<file path="src/sv/pfx_pkg.sv">
// ----------------------------------------------------------------------------
// pfx_pkg
// shared widths, character codes and status codes of the postfix evaluator
// ----------------------------------------------------------------------------
package pfx_pkg;

    localparam int STACK_DEPTH = 64;
    localparam int DATA_W      = 32;
    localparam int CNT_W       = $clog2(STACK_DEPTH + 1);
    localparam int ADDR_W      = (STACK_DEPTH > 1) ? $clog2(STACK_DEPTH) : 1;
    localparam int STEP_W      = $clog2(DATA_W);

    localparam logic [7:0] CH_ZERO  = 8'h30;
    localparam logic [7:0] CH_NINE  = 8'h39;
    localparam logic [7:0] CH_PLUS  = 8'h2B;
    localparam logic [7:0] CH_MINUS = 8'h2D;
    localparam logic [7:0] CH_STAR  = 8'h2A;
    localparam logic [7:0] CH_SLASH = 8'h2F;

    typedef enum logic [1:0] {
        ST_OK    = 2'd0,
        ST_UNDER = 2'd1,
        ST_OVER  = 2'd2,
        ST_DIVZ  = 2'd3
    } status_t;

endpackage

</file>
<file path="src/sv/pfx_stack_ram.sv">
// ----------------------------------------------------------------------------
// pfx_stack_ram
// simple dual-port operand memory, one write and one registered read per cycle
// ----------------------------------------------------------------------------
module pfx_stack_ram #(
    parameter int WIDTH = 32,
    parameter int DEPTH = 64
) (
    input  logic                                             clk,
    input  logic                                             wr_en,
    input  logic [((DEPTH > 1) ? $clog2(DEPTH) : 1)-1:0]     wr_addr,
    input  logic [WIDTH-1:0]                                 wr_data,
    input  logic                                             rd_en,
    input  logic [((DEPTH > 1) ? $clog2(DEPTH) : 1)-1:0]     rd_addr,
    output logic [WIDTH-1:0]                                 rd_data
);

    logic [WIDTH-1:0] mem [DEPTH];

    always_ff @(posedge clk)
    begin
        if (wr_en)
        begin
            mem[wr_addr] <= wr_data;
        end
    end

    always_ff @(posedge clk)
    begin
        if (rd_en)
        begin
            rd_data <= mem[rd_addr];
        end
    end

endmodule

</file>
<file path="src/sv/pfx_divider.sv">
// ----------------------------------------------------------------------------
// pfx_divider
// restoring unsigned divider, one quotient bit per cycle
// ----------------------------------------------------------------------------
module pfx_divider (
    input  logic                        clk,
    input  logic                        rst_n,
    input  logic                        start,
    input  logic [pfx_pkg::DATA_W-1:0]  dividend,
    input  logic [pfx_pkg::DATA_W-1:0]  divisor,
    output logic                        done,
    output logic [pfx_pkg::DATA_W-1:0]  quotient
);
    import pfx_pkg::*;

    logic              busy_reg,  busy_next;
    logic              done_reg,  done_next;
    logic [STEP_W-1:0] step_reg,  step_next;
    logic [DATA_W:0]   rem_reg,   rem_next;
    logic [DATA_W-1:0] quo_reg,   quo_next;
    logic [DATA_W-1:0] dvs_reg,   dvs_next;
    logic [DATA_W:0]   rem_shift;
    logic [DATA_W:0]   diff;

    always_comb
    begin
        busy_next = busy_reg;
        done_next = 1'b0;
        step_next = step_reg;
        rem_next  = rem_reg;
        quo_next  = quo_reg;
        dvs_next  = dvs_reg;
        rem_shift = {rem_reg[DATA_W-1:0], quo_reg[DATA_W-1]};
        diff      = rem_shift - {1'b0, dvs_reg};
        if (start)
        begin
            busy_next = 1'b1;
            step_next = '0;
            rem_next  = '0;
            quo_next  = dividend;
            dvs_next  = divisor;
        end
        else if (busy_reg)
        begin
            if (!diff[DATA_W])
            begin
                rem_next = diff;
                quo_next = {quo_reg[DATA_W-2:0], 1'b1};
            end
            else
            begin
                rem_next = rem_shift;
                quo_next = {quo_reg[DATA_W-2:0], 1'b0};
            end
            step_next = step_reg + STEP_W'(1);
            if (step_reg == STEP_W'(DATA_W - 1))
            begin
                busy_next = 1'b0;
                done_next = 1'b1;
            end
        end
    end

    always_ff @(posedge clk or negedge rst_n)
    begin
        if (!rst_n)
        begin
            busy_reg <= 1'b0;
            done_reg <= 1'b0;
            step_reg <= '0;
        end
        else
        begin
            busy_reg <= busy_next;
            done_reg <= done_next;
            step_reg <= step_next;
        end
    end

    always_ff @(posedge clk)
    begin
        rem_reg <= rem_next;
        quo_reg <= quo_next;
        dvs_reg <= dvs_next;
    end

    assign done     = done_reg;
    assign quotient = quo_reg;

endmodule

</file>
<file path="src/sv/postfix_expression_evaluator.sv">
// ----------------------------------------------------------------------------
// postfix_expression_evaluator
// evaluates postfix integer expressions one character word at a time
// ----------------------------------------------------------------------------
// Each character word either pushes a digit, applies + - * / to the two
// topmost operands, or is ignored. The top of stack is held in a register and
// the entries below it live in a synchronous memory of STACK_DEPTH words, so
// a digit or an ignored character is done as it is accepted, while + - *
// first read the second operand from the memory and then execute. A division
// runs through a one-bit-per-cycle divider, which is not started when the
// divisor is zero. When the word marked last_char was an operator, S_FIN
// delivers the result. The result word carries the popped top value and a
// status: ok, stack underflow, stack overflow or divide by zero; the first
// error of an expression is kept and later characters are skipped until its
// end. After each result the stack and error state are cleared. A character
// word not marked last_char is taken while a previous result still waits.
// ----------------------------------------------------------------------------
module postfix_expression_evaluator (
    input  logic                        clk,
    input  logic                        rst_n,
    input  logic                        char_valid,
    output logic                        char_ready,
    input  logic [7:0]                  char_byte,
    input  logic                        last_char,
    output logic                        result_valid,
    input  logic                        result_ready,
    output logic signed [31:0]          value,
    output pfx_pkg::status_t            status
);
    import pfx_pkg::*;

    // one-hot sequencer states
    typedef enum logic [3:0] {
        S_IDLE = 4'b0001,
        S_EXEC = 4'b0010,
        S_DIV  = 4'b0100,
        S_FIN  = 4'b1000
    } state_t;

    typedef enum logic [1:0] {
        OP_ADD = 2'd0,
        OP_SUB = 2'd1,
        OP_MUL = 2'd2,
        OP_DIV = 2'd3
    } op_t;

    state_t            state_reg, state_next;
    logic [CNT_W-1:0]  cnt_reg,   cnt_next;
    status_t           err_reg,   err_next;
    logic [DATA_W-1:0] tos_reg,   tos_next;
    op_t               op_reg,    op_next;
    logic              last_reg,  last_next;
    logic              neg_reg,   neg_next;

    // output word register
    logic              rvalid_reg, rvalid_next;
    logic [DATA_W-1:0] value_reg,  value_next;
    status_t           status_reg, status_next;

    logic              slot_free;
    logic              accept;
    logic              do_finish;
    logic              is_digit;
    logic              is_op;
    op_t               char_op;
    logic [7:0]        digit8;
    logic [CNT_W-1:0]  cnt_m1;
    logic [CNT_W-1:0]  cnt_m2;

    // memory and divider hookup
    logic              ram_we;
    logic              ram_re;
    logic [DATA_W-1:0] ram_rd_data;
    logic              div_start;
    logic              div_done;
    logic [DATA_W-1:0] div_quo;
    logic [DATA_W-1:0] op_a;
    logic [DATA_W-1:0] op_b;
    logic [DATA_W-1:0] mag_a;
    logic [DATA_W-1:0] mag_b;
    logic [DATA_W-1:0] prod;

    pfx_stack_ram #(
        .WIDTH (DATA_W),
        .DEPTH (STACK_DEPTH)
    ) u_ram (
        .clk     (clk),
        .wr_en   (ram_we),
        .wr_addr (cnt_m1[ADDR_W-1:0]),
        .wr_data (tos_reg),
        .rd_en   (ram_re),
        .rd_addr (cnt_m2[ADDR_W-1:0]),
        .rd_data (ram_rd_data)
    );

    pfx_divider u_div (
        .clk      (clk),
        .rst_n    (rst_n),
        .start    (div_start),
        .dividend (mag_a),
        .divisor  (mag_b),
        .done     (div_done),
        .quotient (div_quo)
    );

    assign slot_free  = !rvalid_reg || result_ready;
    // a last word completes at once unless it is an operator, so it needs the slot
    assign char_ready = (state_reg == S_IDLE) && (!last_char || slot_free);
    assign accept     = char_valid && char_ready;

    assign is_digit = (char_byte >= CH_ZERO) && (char_byte <= CH_NINE);
    assign digit8   = char_byte - CH_ZERO;
    assign cnt_m1   = cnt_reg - CNT_W'(1);
    assign cnt_m2   = cnt_reg - CNT_W'(2);

    always_comb
    begin
        is_op   = 1'b1;
        char_op = OP_ADD;
        case (char_byte)
            CH_PLUS:  char_op = OP_ADD;
            CH_MINUS: char_op = OP_SUB;
            CH_STAR:  char_op = OP_MUL;
            CH_SLASH: char_op = OP_DIV;
            default:  is_op   = 1'b0;
        endcase
    end

    // op_a is the deeper operand, op_b the top of stack
    assign op_a  = ram_rd_data;
    assign op_b  = tos_reg;
    assign mag_a = op_a[DATA_W-1] ? (~op_a + DATA_W'(1)) : op_a;
    assign mag_b = op_b[DATA_W-1] ? (~op_b + DATA_W'(1)) : op_b;
    assign prod  = op_a * op_b;

    always_comb
    begin
        state_next  = state_reg;
        cnt_next    = cnt_reg;
        err_next    = err_reg;
        tos_next    = tos_reg;
        op_next     = op_reg;
        last_next   = last_reg;
        neg_next    = neg_reg;
        ram_we      = 1'b0;
        ram_re      = 1'b0;
        div_start   = 1'b0;
        do_finish   = 1'b0;
        value_next  = value_reg;
        status_next = status_reg;
        rvalid_next = rvalid_reg && !result_ready;

        case (state_reg)
            S_IDLE:
            begin
                if (accept)
                begin
                    do_finish = last_char;
                    if (err_reg == ST_OK)
                    begin
                        if (is_digit)
                        begin
                            if (cnt_reg >= CNT_W'(STACK_DEPTH))
                            begin
                                err_next = ST_OVER;
                            end
                            else
                            begin
                                // spill the old top below the new digit
                                ram_we   = (cnt_reg != '0);
                                tos_next = {{(DATA_W-4){1'b0}}, digit8[3:0]};
                                cnt_next = cnt_reg + CNT_W'(1);
                            end
                        end
                        else if (is_op)
                        begin
                            if (cnt_reg < CNT_W'(2))
                            begin
                                err_next = ST_UNDER;
                            end
                            else
                            begin
                                // fetch the second operand, execute next cycle
                                ram_re     = 1'b1;
                                op_next    = char_op;
                                last_next  = last_char;
                                state_next = S_EXEC;
                                do_finish  = 1'b0;
                            end
                        end
                    end
                end
            end

            S_EXEC:
            begin
                cnt_next   = cnt_m1;
                state_next = last_reg ? S_FIN : S_IDLE;
                case (op_reg)
                    OP_ADD: tos_next = op_a + op_b;
                    OP_SUB: tos_next = op_a - op_b;
                    OP_MUL: tos_next = prod;
                    OP_DIV:
                    begin
                        if (op_b == '0)
                        begin
                            err_next = ST_DIVZ;
                            tos_next = '0;
                        end
                        else
                        begin
                            // operands stay in place until the quotient lands
                            div_start  = 1'b1;
                            neg_next   = op_a[DATA_W-1] ^ op_b[DATA_W-1];
                            cnt_next   = cnt_reg;
                            state_next = S_DIV;
                        end
                    end
                    default: tos_next = tos_reg;
                endcase
            end

            S_DIV:
            begin
                if (div_done)
                begin
                    tos_next   = neg_reg ? (~div_quo + DATA_W'(1)) : div_quo;
                    cnt_next   = cnt_m1;
                    state_next = last_reg ? S_FIN : S_IDLE;
                end
            end

            S_FIN:
            begin
                if (slot_free)
                begin
                    do_finish  = 1'b1;
                    state_next = S_IDLE;
                end
            end

            default:
            begin
                state_next = S_IDLE;
            end
        endcase

        // end of expression: pop the top, report, clear for the next one
        if (do_finish)
        begin
            rvalid_next = 1'b1;
            value_next  = '0;
            status_next = err_next;
            if (err_next == ST_OK)
            begin
                if (cnt_next == '0)
                begin
                    status_next = ST_UNDER;
                end
                else
                begin
                    value_next = tos_next;
                end
            end
            cnt_next = '0;
            err_next = ST_OK;
        end
    end

    always_ff @(posedge clk or negedge rst_n)
    begin
        if (!rst_n)
        begin
            state_reg  <= S_IDLE;
            cnt_reg    <= '0;
            err_reg    <= ST_OK;
            rvalid_reg <= 1'b0;
        end
        else
        begin
            state_reg  <= state_next;
            cnt_reg    <= cnt_next;
            err_reg    <= err_next;
            rvalid_reg <= rvalid_next;
        end
    end

    always_ff @(posedge clk)
    begin
        tos_reg    <= tos_next;
        op_reg     <= op_next;
        last_reg   <= last_next;
        neg_reg    <= neg_next;
        value_reg  <= value_next;
        status_reg <= status_next;
    end

    assign result_valid = rvalid_reg;
    assign value        = value_reg;
    assign status       = status_reg;

endmodule

</file>
<file path="config.mk">
export PLATFORM = sky130hd
export DESIGN_NAME = postfix_expression_evaluator
export DESIGN_NICKNAME = d
export VERILOG_FILES = /design/src/sv/pfx_pkg.sv /design/src/sv/pfx_stack_ram.sv /design/src/sv/pfx_divider.sv /design/src/sv/postfix_expression_evaluator.sv
export SDC_FILE = /design/constraint.sdc
export NUM_CORES = 2
export LEC_CHECK = 0
export BUFFER_PORTS_ARGS = -buffer_cell sky130_fd_sc_hd__buf_2
export CORE_MARGIN = 2
export CORE_UTILIZATION = 58
export DETAILED_ROUTE_END_ITERATION = 12
export PLACE_DENSITY = 0.77
export SLEW_MARGIN = 15
export SYNTH_ARGS = -nofsm -noshare
export SYNTH_HDL_FRONTEND = slang
export SYNTH_SLANG_ARGS = --single-unit
</file>
<file path="constraint.sdc">
create_clock -name clk -period 8.2 [get_ports clk]
set_clock_uncertainty 0.15 [all_clocks]
set_input_delay 1.64 -clock clk [delete_from_list [all_inputs] [get_ports clk]]
set_output_delay 1.64 -clock clk [all_outputs]
set_load 0.03 [all_outputs]
</file>
==> impl_metrics.yaml <==
status:
  status: "completed"
route:
  vias: 63300
  vias_per_cell: 6.82
  wirelength_mm: 322
  drtPass1Iterations: 5
  drc: 0
  drt_iter0_markers: 9492
  ant_nets: 0
  route.detailed.wl_per_inst_um: 34.8
sta:
  relSlewSlack_pct: 14.2
  rsz0062_at_grt: "false"
  finalSetupViolations: 0
  fmax_mhz: 128
  worstMarginPinSlew_ps: 1280
  fin_crit_sh_pct: 95.0
  report.final.slew_viol_count: 0
  totalNegativeSetupSlack_ps: 0
  post-route-min-period_ps: 7790
  hold_violations: 0
place:
  placedInstanceArea_um2: 113000
  io_buffers: 48
  hpwl_mm: 187
  globalplace.congestion: 1.01
worst_setup_path:
  critPathKind: "flop to flop"
  worstPathArrival_ps: 8190
  critPathMaxFanout: 11
  crit_path_start_kind: "flop"
  end_kind: "flop"
  cp.required_ps: 8600
  startpoint: "u_ram.rd_data[16]$_DFFE_PP_"
  timing.rr.start: "u_ram.rd_data[16]$_DFFE_PP_"
power:
  power_density_nw_per_um2: 386
  power.leakage_nw: 43.2
  peakVddDrop_mv: 0.461
logic_synthesis:
  syn_area_per_cell_um2: 16.8
  ys_warn_count: 0
  synth_edf_count: 2182
  syn_inst: 6479
  syn-num-nets: 7099
  syn_area_um2: 109000
  synth_cell_type_count: 97
  async_reset_ff_share_pct: 0.926
  synth_seq_cells: 2267
  ys.flop_type: "edfxtp_1"
  ys_seq_area_share_pct: 62.0
cells_and_area:
  stdcell_area_um2: 120000
  areaGrowthSynthToFinish_pct: 10.8
  largest_reg_flops: 2048
  final_util_pct: 64.8
  nNetsFinal: 7219
  layout-drive-gt1-share_pct: 20.6
  largest-register: "u_ram.mem"
die:
  rows: 158
  dieWidth_um: 437
  boundaryPins: 49
  die_area_um2: 191000
  start_util_pct: 58.5
  die_h_um: 437
  coreArea_um2: 186000
clock_tree:
  cts-resized-gates: 0
  clockBufferDepth: 3
  holdBufCountCts: 0
  cts_setup_buffers: 0
  clock_sinks: 2267
  cts_tree: "built"
  root_buffer: "clkbuf_16"
  path_clk_slew_ps: 60
  cts_made_buffers: 212
  clkLatencyLatePin_ps: 890
  htreeDepth: 4
global_routing:
  antenna_found_initial: 18
  grt_pass1_vias: 63900
  grt_overflow: 0
  grt_max_degree: 138
  track_usage_pct: 34.0
  grt_pass1_wl_mm: 460
run:
  cap_violations: 0
min_path:
  hp-class: "flop to flop"
  hold_path.startpoint: "u_div.rem_reg[16]$_SDFFE_PP0P_"
layer usage:
metal  up-vias  GRT usage (%)  share of wire (%)  wire length (µm)
met3       932           7.43                 11             36200
met1     32700           44.4                 35            112000
met4         8           18.6                6.4             20600
met2      4844           53.8                 48            154000
met5         -         0.0252              0.018                58
li1      24800              -                  -                 -
layout by cell type (no fill, tap or decap), types with 16 or more instances in the layout:
| cell | Yosys | routed |
|---|---|---|
| a211oi_1 | 38 | 38 |
| a21o_1 | 26 | 26 |
| a21oi_1 | 131 | 131 |
| a221o_1 | 16 | 16 |
| a31oi_1 | 27 | 27 |
| and2_1 | 317 | 317 |
| buf_12 | 0 | 16 |
| buf_2 | 28 | 48 |
| buf_4 | 3 | 203 |
| bufinv_16 | 0 | 27 |
| clkbuf_1 | 282 | 37 |
| clkbuf_16 | 0 | 216 |
| clkinv_1 | 0 | 44 |
| clkinv_2 | 0 | 36 |
| dfrtp_1 | 20 | 18 |
| dfxtp_1 | 64 | 32 |
| dfxtp_4 | 0 | 20 |
| edfxtp_1 | 2182 | 2182 |
| fa_1 | 410 | 410 |
| ha_1 | 197 | 196 |
| inv_1 | 452 | 452 |
| mux2i_1 | 45 | 45 |
| mux4_2 | 648 | 648 |
| nand2_1 | 451 | 451 |
| nand2b_1 | 19 | 19 |
| nand3_1 | 46 | 46 |
| nand4_1 | 16 | 16 |
| nor2_1 | 188 | 122 |
| nor2_4 | 0 | 66 |
| nor2b_1 | 59 | 59 |
| nor3_1 | 40 | 40 |
| o21ai_0 | 158 | 158 |
| o31ai_1 | 43 | 43 |
| or3_1 | 18 | 18 |
| xnor2_1 | 134 | 132 |
| xor2_1 | 131 | 128 |
cell usage after synthesis, drive strengths merged (45+ instances only):
cell type  number  area, µm²
a21oi         131        656
and2          317       1980
buf            78        380
clkbuf        283       1070
dfxtp          64       1280
edfxtp       2182      65500
fa            410       8210
ha            197       2460
inv           453       1700
mux2i          45        450
mux4          648      14600
nand2         453       1710
nand3          47        248
nor2          188        706
nor2b          60        383
o21ai         161        806
xnor2         135       1190
xor2          131       1150
metrics by stage:
stage | worst slack (ps) | std cells | hold WS (ps) | power (W)
finish | 412 | 9277 | 353 | 0.0465
global route | 122 | 9270 | 378 | 0.0485
global placement | 517 | 8864 | 332 | 0.0356
detailed placement | 448 | 8864 | 339 | 0.0359
CTS | 418 | 9264 | 350 | 0.0463
floorplan | 13.3 | 6479 | 300 | 0.0293
kinds of logic after synthesis:
group | after synthesis | share of synthesized area, %
adder cells (fa/ha/maj) | 607 | 9.82
flip-flops | 2267 | 62.0
buffers and inverters | 815 | 2.91
AND/OR/NAND/NOR | 1242 | 5.73
XOR/XNOR | 266 | 2.15
AO/OA/AOI/OAI | 584 | 3.53
multiplexers | 698 | 13.9
area by class of cell:
type	instances	area [µm²]
tap	2480	3100
timing repair buffer	268	2110
sequential	2267	67400
fill	12200	65500
antenna	12	30.0
clock buffer	259	5630
clock inverter	141	1600
multi-input combinational	3397	38800
inverter	453	1700
worst max-delay path, cell delays in order (launching register included):
cell	delay (ps)
edfxtp_1	620
and2_1	290
fa_1	540
inv_1	50
fa_1	510
fa_1	480
fa_1	560
inv_1	50
fa_1	510
inv_1	60
fa_1	540
inv_1	50
fa_1	510
fa_1	430
ha_1	370
nand3_1	180
or2_2	340
or3_1	360
nand2_1	90
xor2_1	90
a222oi_1	320
o21ai_0	210
nor2b_1	190
path summary, 6_finish.rpt:
kind	slack, ps	depth (start not counted)	endpoint
min in group asynchronous	610	1	err_reg[1]$_DFF_PN0_
worst max register to register	410	22	value[26]$_SDFFCE_PP0P_
worst min register to register	350	2	u_div.rem_reg[16]$_SDFFE_PP0P_
max in group asynchronous	6850	1	cnt_reg[1]$_DFF_PN0_
worst min-delay path	350	2	u_div.rem_reg[16]$_SDFFE_PP0P_
worst max-delay path	410	22	value[26]$_SDFFCE_PP0P_
power by group:
part	internal (W)	leakage (nW)	switching, W
Clock	0.00577	3.49	0.00453
Sequential	0.0138	22.0	0.000776
Combinational	0.00864	17.7	0.0129
Total	0.0283	43.2	0.0182
Note: power is estimated with default switching activity, not from simulation.
